===== config.mk =====
export PLATFORM = sky130hd
export DESIGN_NAME = stepper_accel_ramp_positioner
export DESIGN_NICKNAME = d
export VERILOG_FILES = /design/src/rtl/sarp_pkg.sv /design/src/rtl/sarp_motion.sv /design/src/rtl/stepper_accel_ramp_positioner.sv
export SDC_FILE = /design/constraint.sdc
export NUM_CORES = 1
export LEC_CHECK = 0
export BUFFER_PORTS_ARGS = -buffer_cell sky130_fd_sc_hd__buf_4
export CAP_MARGIN = 0
export CORE_ASPECT_RATIO = 1.2
export CORE_UTILIZATION = 40
export DETAILED_ROUTE_END_ITERATION = 8
export PLACE_DENSITY = 0.56
export SETUP_SLACK_MARGIN = 0.3
export SYNTH_ARGS = -nofsm -noshare
export SYNTH_HDL_FRONTEND = slang
export SYNTH_SLANG_ARGS = --single-unit

===== constraint.sdc =====
create_clock -name clk_i -period 7 [get_ports clk_i]
set_input_delay 2.1 -clock clk_i [delete_from_list [all_inputs] [get_ports clk_i]]
set_output_delay 2.1 -clock clk_i [all_outputs]
set_load 0.01 [all_outputs]

===== src/rtl/sarp_pkg.sv =====
// shared types and constants for the stepper acceleration ramp positioner
`timescale 1ns / 1ps
package sarp_pkg;

  localparam int unsigned AccelW     = 16;
  localparam int unsigned PeriodW    = 8;
  localparam int unsigned StepLimitW = 15;
  localparam int unsigned PosW       = 16;
  localparam int unsigned CfgIdxW    = 2;
  localparam int unsigned CfgDataW   = 16;
  localparam int unsigned InDataW    = 16;
  localparam int unsigned OutDataW   = 24;

  localparam logic [AccelW-1:0]     AccelPeriodRst = AccelW'(64);
  localparam logic [PeriodW-1:0]    MinPeriodRst   = PeriodW'(5);
  localparam logic [StepLimitW-1:0] StepLimitRst   = StepLimitW'(20000);
  localparam logic                  HomePolRst     = 1'b1;
  localparam logic [PeriodW-1:0]    PeriodSlowest  = PeriodW'(255);

  typedef enum logic [CfgIdxW-1:0] {
    CFG_ACCEL_PERIOD  = 2'd0,
    CFG_MIN_PERIOD    = 2'd1,
    CFG_STEP_LIMIT    = 2'd2,
    CFG_HOME_POLARITY = 2'd3
  } cfg_idx_e;

  typedef struct packed {
    logic [AccelW-1:0]     accel_period;
    logic [PeriodW-1:0]    min_period;
    logic [StepLimitW-1:0] step_limit;
    logic                  home_polarity;
  } cfg_t;

  typedef struct packed {
    logic                   at_target;
    logic signed [PosW-1:0] position;
    logic                   direction_level;
    logic                   step_level;
  } result_t;

endpackage


===== src/rtl/sarp_motion.sv =====
// ramp, period counter and position state, updated once per accepted tick
`timescale 1ns / 1ps
module sarp_motion (
  input  logic                           clk_i,
  input  logic                           rst_ni,
  input  sarp_pkg::cfg_t                 cfg_i,
  input  logic                           tick_i,
  input  logic signed [sarp_pkg::PosW-1:0] target_i,
  output sarp_pkg::result_t              result_o
);
  import sarp_pkg::*;

  logic [PeriodW-1:0]   step_period_q, step_period_d;
  logic [PeriodW-1:0]   period_cnt_q, period_cnt_d;
  logic [AccelW-1:0]    ramp_cnt_q, ramp_cnt_d;
  logic signed [PosW-1:0] pos_q, pos_d;
  logic                 step_pin_q, step_pin_d;
  logic                 dir_pin_q, dir_pin_d;

  logic               fire_ramp, fire_step, at_tgt, move_up, do_move, below_max;
  logic [PeriodW-1:0] period_ramped;

  always_comb begin
    fire_ramp = ramp_cnt_q >= cfg_i.accel_period;
    ramp_cnt_d = fire_ramp ? '0 : ramp_cnt_q + AccelW'(1);
    period_ramped = (fire_ramp && (step_period_q > cfg_i.min_period))
                    ? step_period_q - PeriodW'(1) : step_period_q;
    at_tgt = pos_q == target_i;
    step_period_d = at_tgt ? PeriodSlowest : period_ramped;
    fire_step = period_cnt_q >= step_period_d;
    period_cnt_d = fire_step ? '0 : period_cnt_q + PeriodW'(1);
    do_move = fire_step && !at_tgt;
    move_up = pos_q < target_i;
    below_max = pos_q < $signed({1'b0, cfg_i.step_limit});
    dir_pin_d = dir_pin_q;
    step_pin_d = step_pin_q;
    pos_d = pos_q;
    if (do_move) begin
      dir_pin_d = move_up ? ~cfg_i.home_polarity : cfg_i.home_polarity;
      if (below_max) begin
        step_pin_d = ~step_pin_q;
      end
      pos_d = move_up ? pos_q + PosW'(1) : pos_q - PosW'(1);
    end
    result_o.step_level      = step_pin_d;
    result_o.direction_level = dir_pin_d;
    result_o.position        = pos_d;
    result_o.at_target       = pos_d == target_i;
  end

  always_ff @(posedge clk_i or negedge rst_ni) begin
    if (!rst_ni) begin
      step_period_q <= PeriodSlowest;
      period_cnt_q  <= '0;
      ramp_cnt_q    <= '0;
      pos_q         <= '0;
      step_pin_q    <= 1'b0;
      dir_pin_q     <= 1'b1;
    end else if (tick_i) begin
      step_period_q <= step_period_d;
      period_cnt_q  <= period_cnt_d;
      ramp_cnt_q    <= ramp_cnt_d;
      pos_q         <= pos_d;
      step_pin_q    <= step_pin_d;
      dir_pin_q     <= dir_pin_d;
    end
  end

endmodule


===== src/rtl/stepper_accel_ramp_positioner.sv =====
// top level: stream handshake, config registers and result register
//
// channel   | dir | fields
// s_axis    | in  | tdata[15:0] target_position
// m_axis    | out | tdata[0] step_level, [1] direction_level, [17:2] position, [18] at_target
// cfg       | in  | cfg_we_i, cfg_idx_i, cfg_data_i
//
// one tick per cycle unless the master side stalls: an input register and a result register,
// motion state updated as a tick moves from the input register into the result register
// a request goes through the input register and then the result register
// reset clears state to a stopped motor at position zero, period 255
// a stalled result register holds the input register, which then holds the slave side
`timescale 1ns / 1ps
module stepper_accel_ramp_positioner (
  input  logic                              clk_i,
  input  logic                              rst_ni,
  input  logic                              s_axis_tvalid_i,
  output logic                              s_axis_tready_o,
  input  logic [sarp_pkg::InDataW-1:0]      s_axis_tdata_i,  // [15:0] target_position
  output logic                              m_axis_tvalid_o,
  input  logic                              m_axis_tready_i,
  output logic [sarp_pkg::OutDataW-1:0]     m_axis_tdata_o,  // step, dir, position, at_target
  input  logic                              cfg_we_i,
  input  logic [sarp_pkg::CfgIdxW-1:0]      cfg_idx_i,
  input  logic [sarp_pkg::CfgDataW-1:0]     cfg_data_i
);
  import sarp_pkg::*;

  cfg_t    cfg_q;
  logic    in_vld_q, out_vld_q, adv;
  logic signed [PosW-1:0] tgt_q;
  result_t res, res_q;

  assign adv             = !out_vld_q || m_axis_tready_i;
  assign s_axis_tready_o = !in_vld_q || adv;
  assign m_axis_tvalid_o = out_vld_q;
  assign m_axis_tdata_o  = {{(OutDataW - $bits(result_t)){1'b0}}, res_q};

  always_ff @(posedge clk_i or negedge rst_ni) begin
    if (!rst_ni) begin
      cfg_q.accel_period  <= AccelPeriodRst;
      cfg_q.min_period    <= MinPeriodRst;
      cfg_q.step_limit    <= StepLimitRst;
      cfg_q.home_polarity <= HomePolRst;
    end else if (cfg_we_i) begin
      unique case (cfg_idx_e'(cfg_idx_i))
        CFG_ACCEL_PERIOD:  cfg_q.accel_period  <= cfg_data_i[AccelW-1:0];
        CFG_MIN_PERIOD:    cfg_q.min_period    <= cfg_data_i[PeriodW-1:0];
        CFG_STEP_LIMIT:    cfg_q.step_limit    <= cfg_data_i[StepLimitW-1:0];
        CFG_HOME_POLARITY: cfg_q.home_polarity <= cfg_data_i[0];
        default: ;
      endcase
    end
  end

  always_ff @(posedge clk_i or negedge rst_ni) begin
    if (!rst_ni) begin
      in_vld_q  <= 1'b0;
      out_vld_q <= 1'b0;
    end else begin
      if (s_axis_tready_o) begin
        in_vld_q <= s_axis_tvalid_i;
      end
      if (adv) begin
        out_vld_q <= in_vld_q;
      end
    end
  end

  always_ff @(posedge clk_i) begin
    if (s_axis_tready_o && s_axis_tvalid_i) begin
      tgt_q <= $signed(s_axis_tdata_i[PosW-1:0]);
    end
    if (adv && in_vld_q) begin
      res_q <= res;
    end
  end

  sarp_motion u_motion (
    .clk_i    (clk_i),
    .rst_ni   (rst_ni),
    .cfg_i    (cfg_q),
    .tick_i   (adv && in_vld_q),
    .target_i (tgt_q),
    .result_o (res)
  );

endmodule

-- Word level (Yosys, flattened, before mapping)
Index checks and enable logic that the tools add are counted.
- register bits after elaboration: 127
- output and inout port bits: 26
- word-level logic and storage cells: 58
- input bits: 39
- multiplexer cells: 10
- add/subtract/negate cells: 5
- eq/ne operators: 5
- magnitude comparators: 5
- bitwise operators: 2
- reductions and logical operators: 14
- operator list (kind ; count):
    2-to-1 mux 16 bit ; 3
    equality test 16 bit ; 2
    less-than comparator 16 bit ; 2
    2-to-1 mux 8 bit ; 3
    adder 16 x 1 -> 16 bit (second input constant) ; 1
    adder 16 x 2 -> 16 bit (second input constant) ; 1
    greater-or-equal comparator 16 bit ; 1
    subtractor 16 x 2 -> 16 bit (second input constant) ; 1
    adder 8 x 1 -> 8 bit (second input constant) ; 1
    greater-or-equal comparator 8 bit ; 1
    greater-than comparator 8 bit ; 1
    AND reduction 2 bit ; 4
    subtractor 8 x 1 -> 8 bit (second input constant) ; 1
    equality test 2 bit (second input constant) ; 2
    logical AND 1 bit ; 4
    2-to-1 mux 1 bit ; 4
    zero test 1 bit ; 3
    equality test 2 x 1 -> 1 bit (second input constant) ; 1
    zero test 2 bit ; 1
    logical OR 1 bit ; 2
    NOT 1 bit ; 2

-- Longest topological paths before layout
Gate-level depths: netlist of the first run.
- depth after elaboration: 8
- depth in mapped cells: 24
- depth with buffers taken out: 21

-- By module
From an unflattened synthesis of the first run, not the netlist that was laid out.
- cell total of the unflattened synthesis: 757
- area, all modules: 7951.4 um^2
- by module, submodules not included (module ; instances ; seq. area each (um^2) ; area each (um^2) ; cells each):
    sarp_motion ; 1 ; 1262.5 ; 5246.3 ; 622
    stepper_accel_ramp_positioner ; 1 ; 2113.3 ; 2705.1 ; 135

-- Worst setup path after synthesis of the first run
OpenSTA, ideal clock, no wires.
- kind: reg-to-reg
- start point: register u_motion.ramp_cnt_q[13]
- end point: register res_q, in the netlist m_axis_tdata_o[18], data pin
- clock period less this slack: 5083 ps
- data arrival time: 4892 ps
- stages on the path, launching flop included: 19
- path slack: 1917 ps
- data required time: 6810 ps
- library setup time: 190 ps
- buffers on the path: 1
- cells stage by stage: dfrtp_1 > ha_1 > nand4_1 > or4_1 > a21oi_1 > o211ai_1 > clkbuf_1 > or4_1 > xnor2_1 > nor2_1 > ha_1 > a2111oi_1 > o31a_1 > o21ai_2 > a22o_1 > a21o_1 > a2111oi_2 > or4b_1 > a2111oi_2
- RTL lines (what ; RTL line ; RTL):
    from (decl) ; sarp_motion.sv:15 ; logic [AccelW-1:0] ramp_cnt_q, ramp_cnt_d;
    from (signal assigned) ; sarp_motion.sv:62 ; ramp_cnt_q <= ramp_cnt_d;
    to (signal assigned) ; stepper_accel_ramp_positioner.sv:75 ; res_q <= res;
    to (decl) ; stepper_accel_ramp_positioner.sv:32 ; result_t res, res_q;

==> flow_results.org, run 1 <==
** Route
- Count of nets left with antenna violations after detail routing :: 0
- The detailed router finished its first iteration with 304 violations.
- Routed length per placed instance :: 15.9 um
- Routed Wire Length :: 18000 um
- Across all layers, the routed design uses 5836 vias.
- Residual DRC :: 0
- For this run, the detailed router's first-pass iteration total came to 4.
- Using the TritonRoute via totals, the vias-per-cell ratio works out to 5.14.

** STA
- Max-slew violation count :: 0
- Hold timing on the final database bottoms out at a slack of 0.460 ns.
- For the final database, setup skew stands at 0.00856 ns.
- Min cycle time layout :: 5.99 ns
- Final number of setup-violating endpoints :: 0
- Final WS setup :: 1.01 ns
- Remaining max-slew budget at the tightest pin :: 0.381
- The final hold violation count is 0.
- For this run, the top clock speed supported by timing is 0.167 GHz.
- Worst slew pin tran :: 0.929 ns
- Of the available clock period, the critical path in the final layout requires 0.855.
- RSZ-0062 raised after global routing :: no
- Total Neg Setup Slack :: 0 ns

** Global routing
- Number of global-route vias before repair :: 5868
- Global route overflow :: 0
- Pin count of the biggest net entering global routing :: 50
- Antenna violations before repair :: 0
- First-pass GRT wire length :: 29800 um
- Total GRT Usage :: 0.192

** Synth
- In this run the cell area of the synthesized design comes to 7930 um^2.
- Main combinational cell family by area after synthesis :: simple AND/OR/NAND/NOR gates
- Post-synthesis cell type with the largest combined area :: dfrtp_1
- Of the post-synthesis cell area, the dominant cell type holds 0.234.
- Simple logic cell fraction of the synthesized area :: 0.142
- The average instance in the mapped netlist occupies 9.97 um^2.
- Counting flops with an async set or reset pin after synthesis yields a share of 0.724.
- Of the total synthesized cell area, the portion taken by XOR and XNOR cells is 0.0653.
- In this run, distinct cell masters in the synthesized netlist total 72.
- During synthesis, Yosys emitted a total of 0 warnings.
- The complex-gate fraction of the synthesized area was 0.140.
- Arithmetic-cell share of the synthesized area counting full adders, half adders and majority gates :: 0.127
- Yosys mapped a number of flops with a built-in enable equal to 35.
- Cell count after synthesis :: 795
- After synthesis the netlist holds a flip-flop and latch count of 127.
- Main area contributors after synthesis :: dfrtp_1 23%, edfxtp_1 13%, ha_1 12%
- Sequential cell area fraction in the yosys report :: 0.426
- Post-synthesis mux area share :: 0.0522
- The most used flip-flop cell after synthesis is dfrtp_1.

** Power and ir drop
- Int Power :: 0.00176 W
- Power spread over the standard cell area amounts to 281 nW/um^2.
- Clock network power share :: 0.348
- Switching fraction of total power :: 0.323
- Leakage component of the power :: 4.32 nW
- Sequential cell fraction of total power :: 0.379
- The share of total power dissipated in combinational logic is 0.274.
- IR analysis of the VDD net gives a maximum drop of 175 uV.
- Summed over all nets, the switching power comes to 0.000840 W.

** Cells and area
- The library cell used most frequently in the layout, excluding fill and tap cells, is ha_1.
- In the final design database the tool counted 980 nets.
- Synthesis-to-layout area growth :: 16.8%
- Util after Layout :: 0.475
- Layout cells sized above 1 :: 0.193
- Most frequent cells in the layout :: 79 x ha_1, 74 x dfrtp_1, 69 x nand2_1
- After filler insertion, the fill cell instance count of the layout stands at 1935.
- Final standard cell area without fillers :: 9260 um^2
- 0 antenna diodes ended up in the layout.

** Clocking
- CTS saw 127 sinks.
- The clock passes through at most 2 buffers.
- The cell sitting at the root of the clock tree is a clkbuf_16.
- TritonCTS built the clock tree.
- In this run the number of H-tree levels came out at 4.
- Insertion delay to the later sink of the worst-skew pair :: 0.43 ns
- In this run, post-CTS hold repair placed 0 buffers.
- Buffers added to address setup during post-CTS repair amount to 0.
- Once the clock tree was built, the resizer swapped 0 gates to a different size.
- Clock-pin slew reported for the worst setup and hold paths after clock tree synthesis :: 0.06 ns
- Number of buffers created by CTS :: 17

** Floorplanning
- Initial core utilization :: 0.407
- Standard cell core area :: 19500 um^2
- Placement Rows :: 56
- The die is 131 um wide.
- Die area :: 20400 um^2
- Pin placement for this block handled 65 I/O pins.
- Die extent in y :: 156 um

** Worst setup path
- For this run, the slowest stage of the critical path takes 0.57 ns.
- For the worst setup path, the data arrival time is 6.22 ns.
- Crit Path Class :: reg -> reg
- Setup slack on the worst flop-to-flop path :: 1.01 ns
- Of all nets on the critical path, the largest fanout is 19.
- Worst setup SP type :: flop
- Slowest library cell on the worst path :: or4_1
- Endpoint type of the worst setup path :: flop
- Walking the worst path, the cells encountered are ha_1 -> nand4_1 -> or4_1 -> a21oi_1 -> o211ai_1 -> or4_1 -> xnor2_1 -> nor2_1 -> ha_1 -> o21a_1 -> nor2_1 -> o31ai_1 -> nand2_2 -> a2111oi_0 -> o22ai_1 -> a2111oi_2 -> or4b_1 -> a2111oi_2.
- Data required time at the worst endpoint :: 7.23 ns

** Placement
- Port buffering added 59 buffers.
- Setup WS pre-CTS :: 1.07 ns
- In this run the cell area measured after placement is 8660 um^2.
- At the end of routability-driven placement, the weighted congestion stood at 0.858.
- Detailed placer's ending HPWL :: 13400 um

** Worst hold path
- In this run the worst hold path is classified as reg -> reg.

** Run
- Reported max-cap violation count :: 0

** Outcome
- Status :: finished clean
worst max-delay path, delay by kind of cell (launching register included):
family                     cells  cell delay [ns]
and+or+nand+nor                7             2.23
AOI/OAI and AO/OA              8             2.38
DFF                            1             0.42
xor gates and xnor gates       1             0.17
adders and majority gates      2             0.59
area by class of cell:
type,instances,area (um^2),area share
Inverter,69,259,0.0280
Clock inverter,12,129,0.0139
Sequential cell,127,3380,0.365
Clock buffer,20,468,0.0505
Multi-Input combinational cell,579,4200,0.453
Tap cell,261,327,0.0353
Timing Repair Buffer,67,503,0.0543
cells in the mapped netlist (10+ instances only):
library cell   n
clkbuf_1      15
o21ai_0       61
nand2b_1      10
nor2_1        67
a21oi_1       27
ha_1          79
nand2_1       69
a21o_1        20
edfxtp_1      35
nand3_1       11
dfstp_2       18
dfrtp_1       74
mux2_2        35
xnor2_1       29
nand4_1       16
nor3_1        12
inv_1         69
xor2_1        25
power groups by stage:
stage	registers (W)	clock network [W]	logic (W)
finish	0.000984	0.000903	0.000711
global route	0.00100	0.000951	0.000807
CTS	0.000985	0.000923	0.000720
detailed placement	0.000998	0	0.000711
global placement	0.000997	0	0.000705
floorplan	0.000966	0	0.000528
path summary, 6_finish.rpt:
path                                         startpoint            endpoint  cells after the start
worst max-delay path            u_motion.ramp_cnt_q[13]  m_axis_tdata_o[18]                     18
worst min-delay path                 u_motion.dir_pin_q  u_motion.dir_pin_q                      2
worst max register to register  u_motion.ramp_cnt_q[13]  m_axis_tdata_o[18]                     18
worst min register to register       u_motion.dir_pin_q  u_motion.dir_pin_q                      2
max in group asynchronous                        rst_ni           cfg_q[29]                      2
min in group asynchronous                        rst_ni   u_motion.pos_q[5]                      1
registers in the layout, indices dropped and copies added, names as in the netlist:
signal,flops
in_vld_q,1
m_axis_tdata_o,19
tgt_q,16
u_motion.step_period_q,8
m_axis_tvalid_o,1
u_motion.step_pin_q,1
u_motion.pos_q,16
u_motion.dir_pin_q,1
u_motion.period_cnt_q,8
cfg_q,40
u_motion.ramp_cnt_q,16
stage by stage:
| stage | power [W] | std cells |
|---|---|---|
| final | 0.00260 | 1135 |
| after floorplan | 0.00149 | 799 |
| after global routing | 0.00276 | 1135 |
| after global placement | 0.00170 | 1103 |
| after detailed placement | 0.00171 | 1103 |
| after CTS | 0.00263 | 1135 |
metal layers:
metal	routed length, um	track usage
met1	8220	0.243
met2	9030	0.331
met3	462	0.0315
met4	274	0.0629
met5	0	0
cell families after synthesis:
family	count (synthesis)
simple gates	233
compound gates	168
flops	127
buf+inv	93
fa+ha+maj	80
xor+xnor	56
mux	37
other cells	1
Power figures use the tool's default switching activity.
==> inputs of run 2 (changes only) <==
Settings changed: ABC_AREA set to 1.
==> run 2 against run 1 <==
Against the previous run:
- area after synthesis is 1.6% higher
- cell count up 21%
- sequential cell count did not move
- hold slack improved by 0.011 ns
- first-iteration DRC count up 25%
- synthesized cell count rose by 31%
- largest cell class unchanged
- routed wire length rose by 4.0%
- register-to-register slack improved by 1.5 ns
- clock skew about the same
- fmax rose by 29%
==> flow_results.org, run 2 <==
** Outcome
- The run finished with clean final reports.

** Synth
- Post-Syn Area :: 8060 um^2 (+1.6%)
- The synthesized design spends more area on one cell type than any other, namely dfrtp_1.
- After synthesis, the cell types taking the most area are dfrtp_1 23%, nand2_1 15%, edfxtp_1 13%.
- The portion of synthesized cell area occupied by the leading cell type is 0.230 (-0.00377).
- The post-synthesis average cell area is 7.73 um^2 (-22%).
- The share of flip-flops with an asynchronous set or reset after synthesis was 0.724 (unchanged).
- Leading cell type by number of instances after synthesis :: nand2_1
- Most common flop cell mapped by yosys :: dfrtp_1
- Sequential cell area fraction in the yosys report :: 0.419 (-0.00687)
- The count of warnings emitted by yosys is 0 (unchanged).
- Netlist cell types :: 41 (-43%)
- Post-synthesis sequential element count :: 127 (unchanged)
- The post-synthesis cell count was 1042 (+31%).
- The number of synthesized flops with an enable pin is 35 (unchanged).
- Most common library cells after synthesis :: 322 x nand2_1, 156 x inv_1, 79 x ha_1, 74 x dfrtp_1, 69 x nor2_1

** Cells and area
- Most frequent cells in the layout :: 322 x nand2_1, 156 x inv_1, 79 x ha_1
- Most frequent standard cell in the layout excluding fill and tap cells :: nand2_1
- The flip-flop count of the largest register after layout came to 40 (unchanged).
- Synthesis-to-layout area growth :: 16.1%
- Number of nets in the layout :: 1223 (+25%)
- The antenna diode count is 0 (unchanged).
- More flip-flops sit in one register than any other, and that register is cfg_q.
- The proportion of layout cells with a drive suffix above 1 is 0.113 (-0.0806).
- The final cell utilization of the core is 0.477 (+0.00145).

** STA
- Worst slew pin tran :: 0.999 ns (+0.0701 ns)
- The worst slew slack as a fraction of its limit came to 0.332 (-0.0486).
- Min cycle time layout :: 4.62 ns (-1.36 ns)
- Final number of setup-violating endpoints :: 0 (unchanged)
- Total Neg Setup Slack :: 0 ns (unchanged)
- Highest Clock Rate :: 0.216 GHz (+29%)
- The max-slew violation count was 0 (unchanged).
- The final cycle utilization of the critical path came to 0.661 (-0.195).
- Final clock skew :: 0.00808 ns (-0.000481 ns)
- RSZ-0062 raised after global routing :: no
- Count of final hold-check violations :: 0 (unchanged)

** Placement
- The HPWL after detailed placement was 14000 um (+4.7%).
- Number of input and output port buffers inserted :: 59 (unchanged)
- Weighted congestion reported at the end of routability-driven placement :: 0.804 (-6.3%)

** Route
- Routed Wire Length :: 18700 um (+4.0%)
- The remaining antenna violation count was 0 (unchanged).
- The number of design rule violations left after detail routing is 0 (unchanged).
- Routed length per placed instance :: 13.6 um (-14%)
- Detailed router's first-iteration violation count :: 379 (+25%)
- The post-detailed-route via-to-cell ratio came to 4.82 (-6.2%).
- The vias after detailed routing was 6647 (+14%).
- The total iterations of the first detailed-routing run came to 5 (+1).

** Clocking
- The clock latency reported for the late side of the worst-skew pair was 0.42 ns (about the same).
- Clock tree from TritonCTS :: yes
- The number of buffers inserted for hold repair after clock tree synthesis came to 0 (unchanged).
- The maximum root-to-sink buffer count came to 2 (unchanged).
- Clock Tree Root :: clkbuf_16
- The number of gates resized after cts came to 0 (unchanged).
- The clock slew at the register clock pins of the worst setup and hold paths was 0.05 ns (about the same).
- The number of CTS-inserted buffers came to 17 (unchanged).
- Number of buffers inserted to repair setup after CTS :: 0 (unchanged)
- Depth of the CTS H-tree :: 4 (unchanged)
- Clk sinks :: 127 (unchanged)

** Global routing
- The number of antenna violations at the first check in global routing is 0 (unchanged).
- Pin count of the biggest net entering global routing :: 63 (+26%)
- The total track usage was 0.194 (+0.00131).
- Global route overflow :: 0 (unchanged)
- The first-pass GRT wire length was 31200 um (+4.5%).
- The via count of the first global-routing pass was 6387 (+8.8%).

** Run
- The number of maximum-capacitance violations came to 0 (unchanged).

** Worst setup path
- Data required time at the worst endpoint :: 4.90 ns (-2.33 ns)
- The worst-path maximum fanout is 3 (-16).
- The worst setup path is captured at an output port.
- Broken down by cell family, the worst path's largest delay share belongs to buffers and inverters.
- On the critical path, the stage with the largest delay is an instance of buf_4.
- Cell-by-cell listing of the critical path :: buf_4 -> inv_1 -> nand3_1 -> buf_4
- Worst setup SP type :: input pin
- Crit Path Class :: in -> out
- Among the stages of the critical path, the cell type that occurs most often is buf_4.
- The number of buffer and inverter instances along the worst setup path was 3 (+3).
- The largest stage delay on the critical path was 0.16 ns (-0.41 ns).
- Critical Path AT :: 2.52 ns (-3.70 ns)

** Floorplanning
- The effective utilization at floorplan came to 0.411 (+0.00373).
- Placement Rows :: 56 (unchanged)
- Die area :: 20700 um^2 (+1.6%)
- Standard cell core area :: 19600 um^2 (+0.72%)
- The I/O pin count came to 65 (unchanged).
- Die extent in y :: 157 um (+0.81%)
- Horizontal extent of the die :: 132 um (+0.80%)

** Worst hold path
- The path class of the tightest hold or removal check is reg -> reg.
[run 2: area by class of cell]
| type | instances | area (um^2) |
|---|---|---|
| Fill cell | 1993 | 10300 |
| Multi-Input combinational cell | 739 | 3990 |
| Sequential cell | 127 | 3380 |
| Inverter | 158 | 596 |
| Clock buffer | 26 | 573 |
| Timing Repair Buffer | 61 | 458 |
| Tap cell | 261 | 327 |
| Clock inverter | 6 | 38.8 |
[run 2: worst reg2reg max path, delay by kind of cell, from the launching register on]
| family | cells | cell delay (ns) |
|---|---|---|
| AND/OR/NAND/NOR | 19 | 2.24 |
| AO/OA/AOI/OAI | 4 | 0.65 |
| flip-flops | 1 | 0.43 |
| buffers and inverters | 4 | 0.48 |
| adder cells (fa/ha/maj) | 2 | 0.54 |
[run 2: cells by family after synthesis]
logic type,after synthesis,synth area share
XOR/XNOR,17,0.0185
other,1,0.000465
adder cells (fa/ha/maj),80,0.125
flip-flops,127,0.419
AND/OR/NAND/NOR,506,0.263
buffers and inverters,180,0.0885
AO/OA/AOI/OAI,131,0.0857
[run 2: worst paths after layout]
| path | from | end | slack, ns | cells past startpoint |
|---|---|---|---|---|
| min reg2reg | u_motion.dir_pin_q | u_motion.dir_pin_q | 0.47 | 2 |
| max in group asynchronous | rst_ni | cfg_q[6] | 4.20 | 2 |
| min in group asynchronous | rst_ni | cfg_q[23] | 1.78 | 1 |
| min | u_motion.dir_pin_q | u_motion.dir_pin_q | 0.47 | 2 |
| max reg2reg | u_motion.ramp_cnt_q[11] | m_axis_tdata_o[18] | 2.51 | 29 |
| max | m_axis_tready_i | s_axis_tready_o | 2.38 | 4 |
[run 2: per-stage QoR]
stage,cells,hold WS [ns],worst slack [ns],instance area [um^2]
finish,1378,0.471,2.38,9350
global route,1378,0.499,1.98,9350
CTS,1378,0.473,2.37,9350
detailed placement,1346,0.465,2.37,8740
global placement,1346,0.458,2.38,8740
floorplan,1046,0.448,2.62,8070
[run 2: per-layer routing]
layer | track usage | up-vias | part of all wire | routed length [um]
met5 | 0 | - | 0 | 0
met4 | 0.0631 | 0 | 0.017 | 323
met3 | 0.0329 | 24 | 0.026 | 493
met2 | 0.342 | 88 | 0.48 | 9070
met1 | 0.240 | 3051 | 0.47 | 8830
li1 | - | 3484 | - | -
Power of run 2 is left out: the tool's default activity adds up to more than one toggle a clock period on the data nets, which glitch-free logic cannot reach.
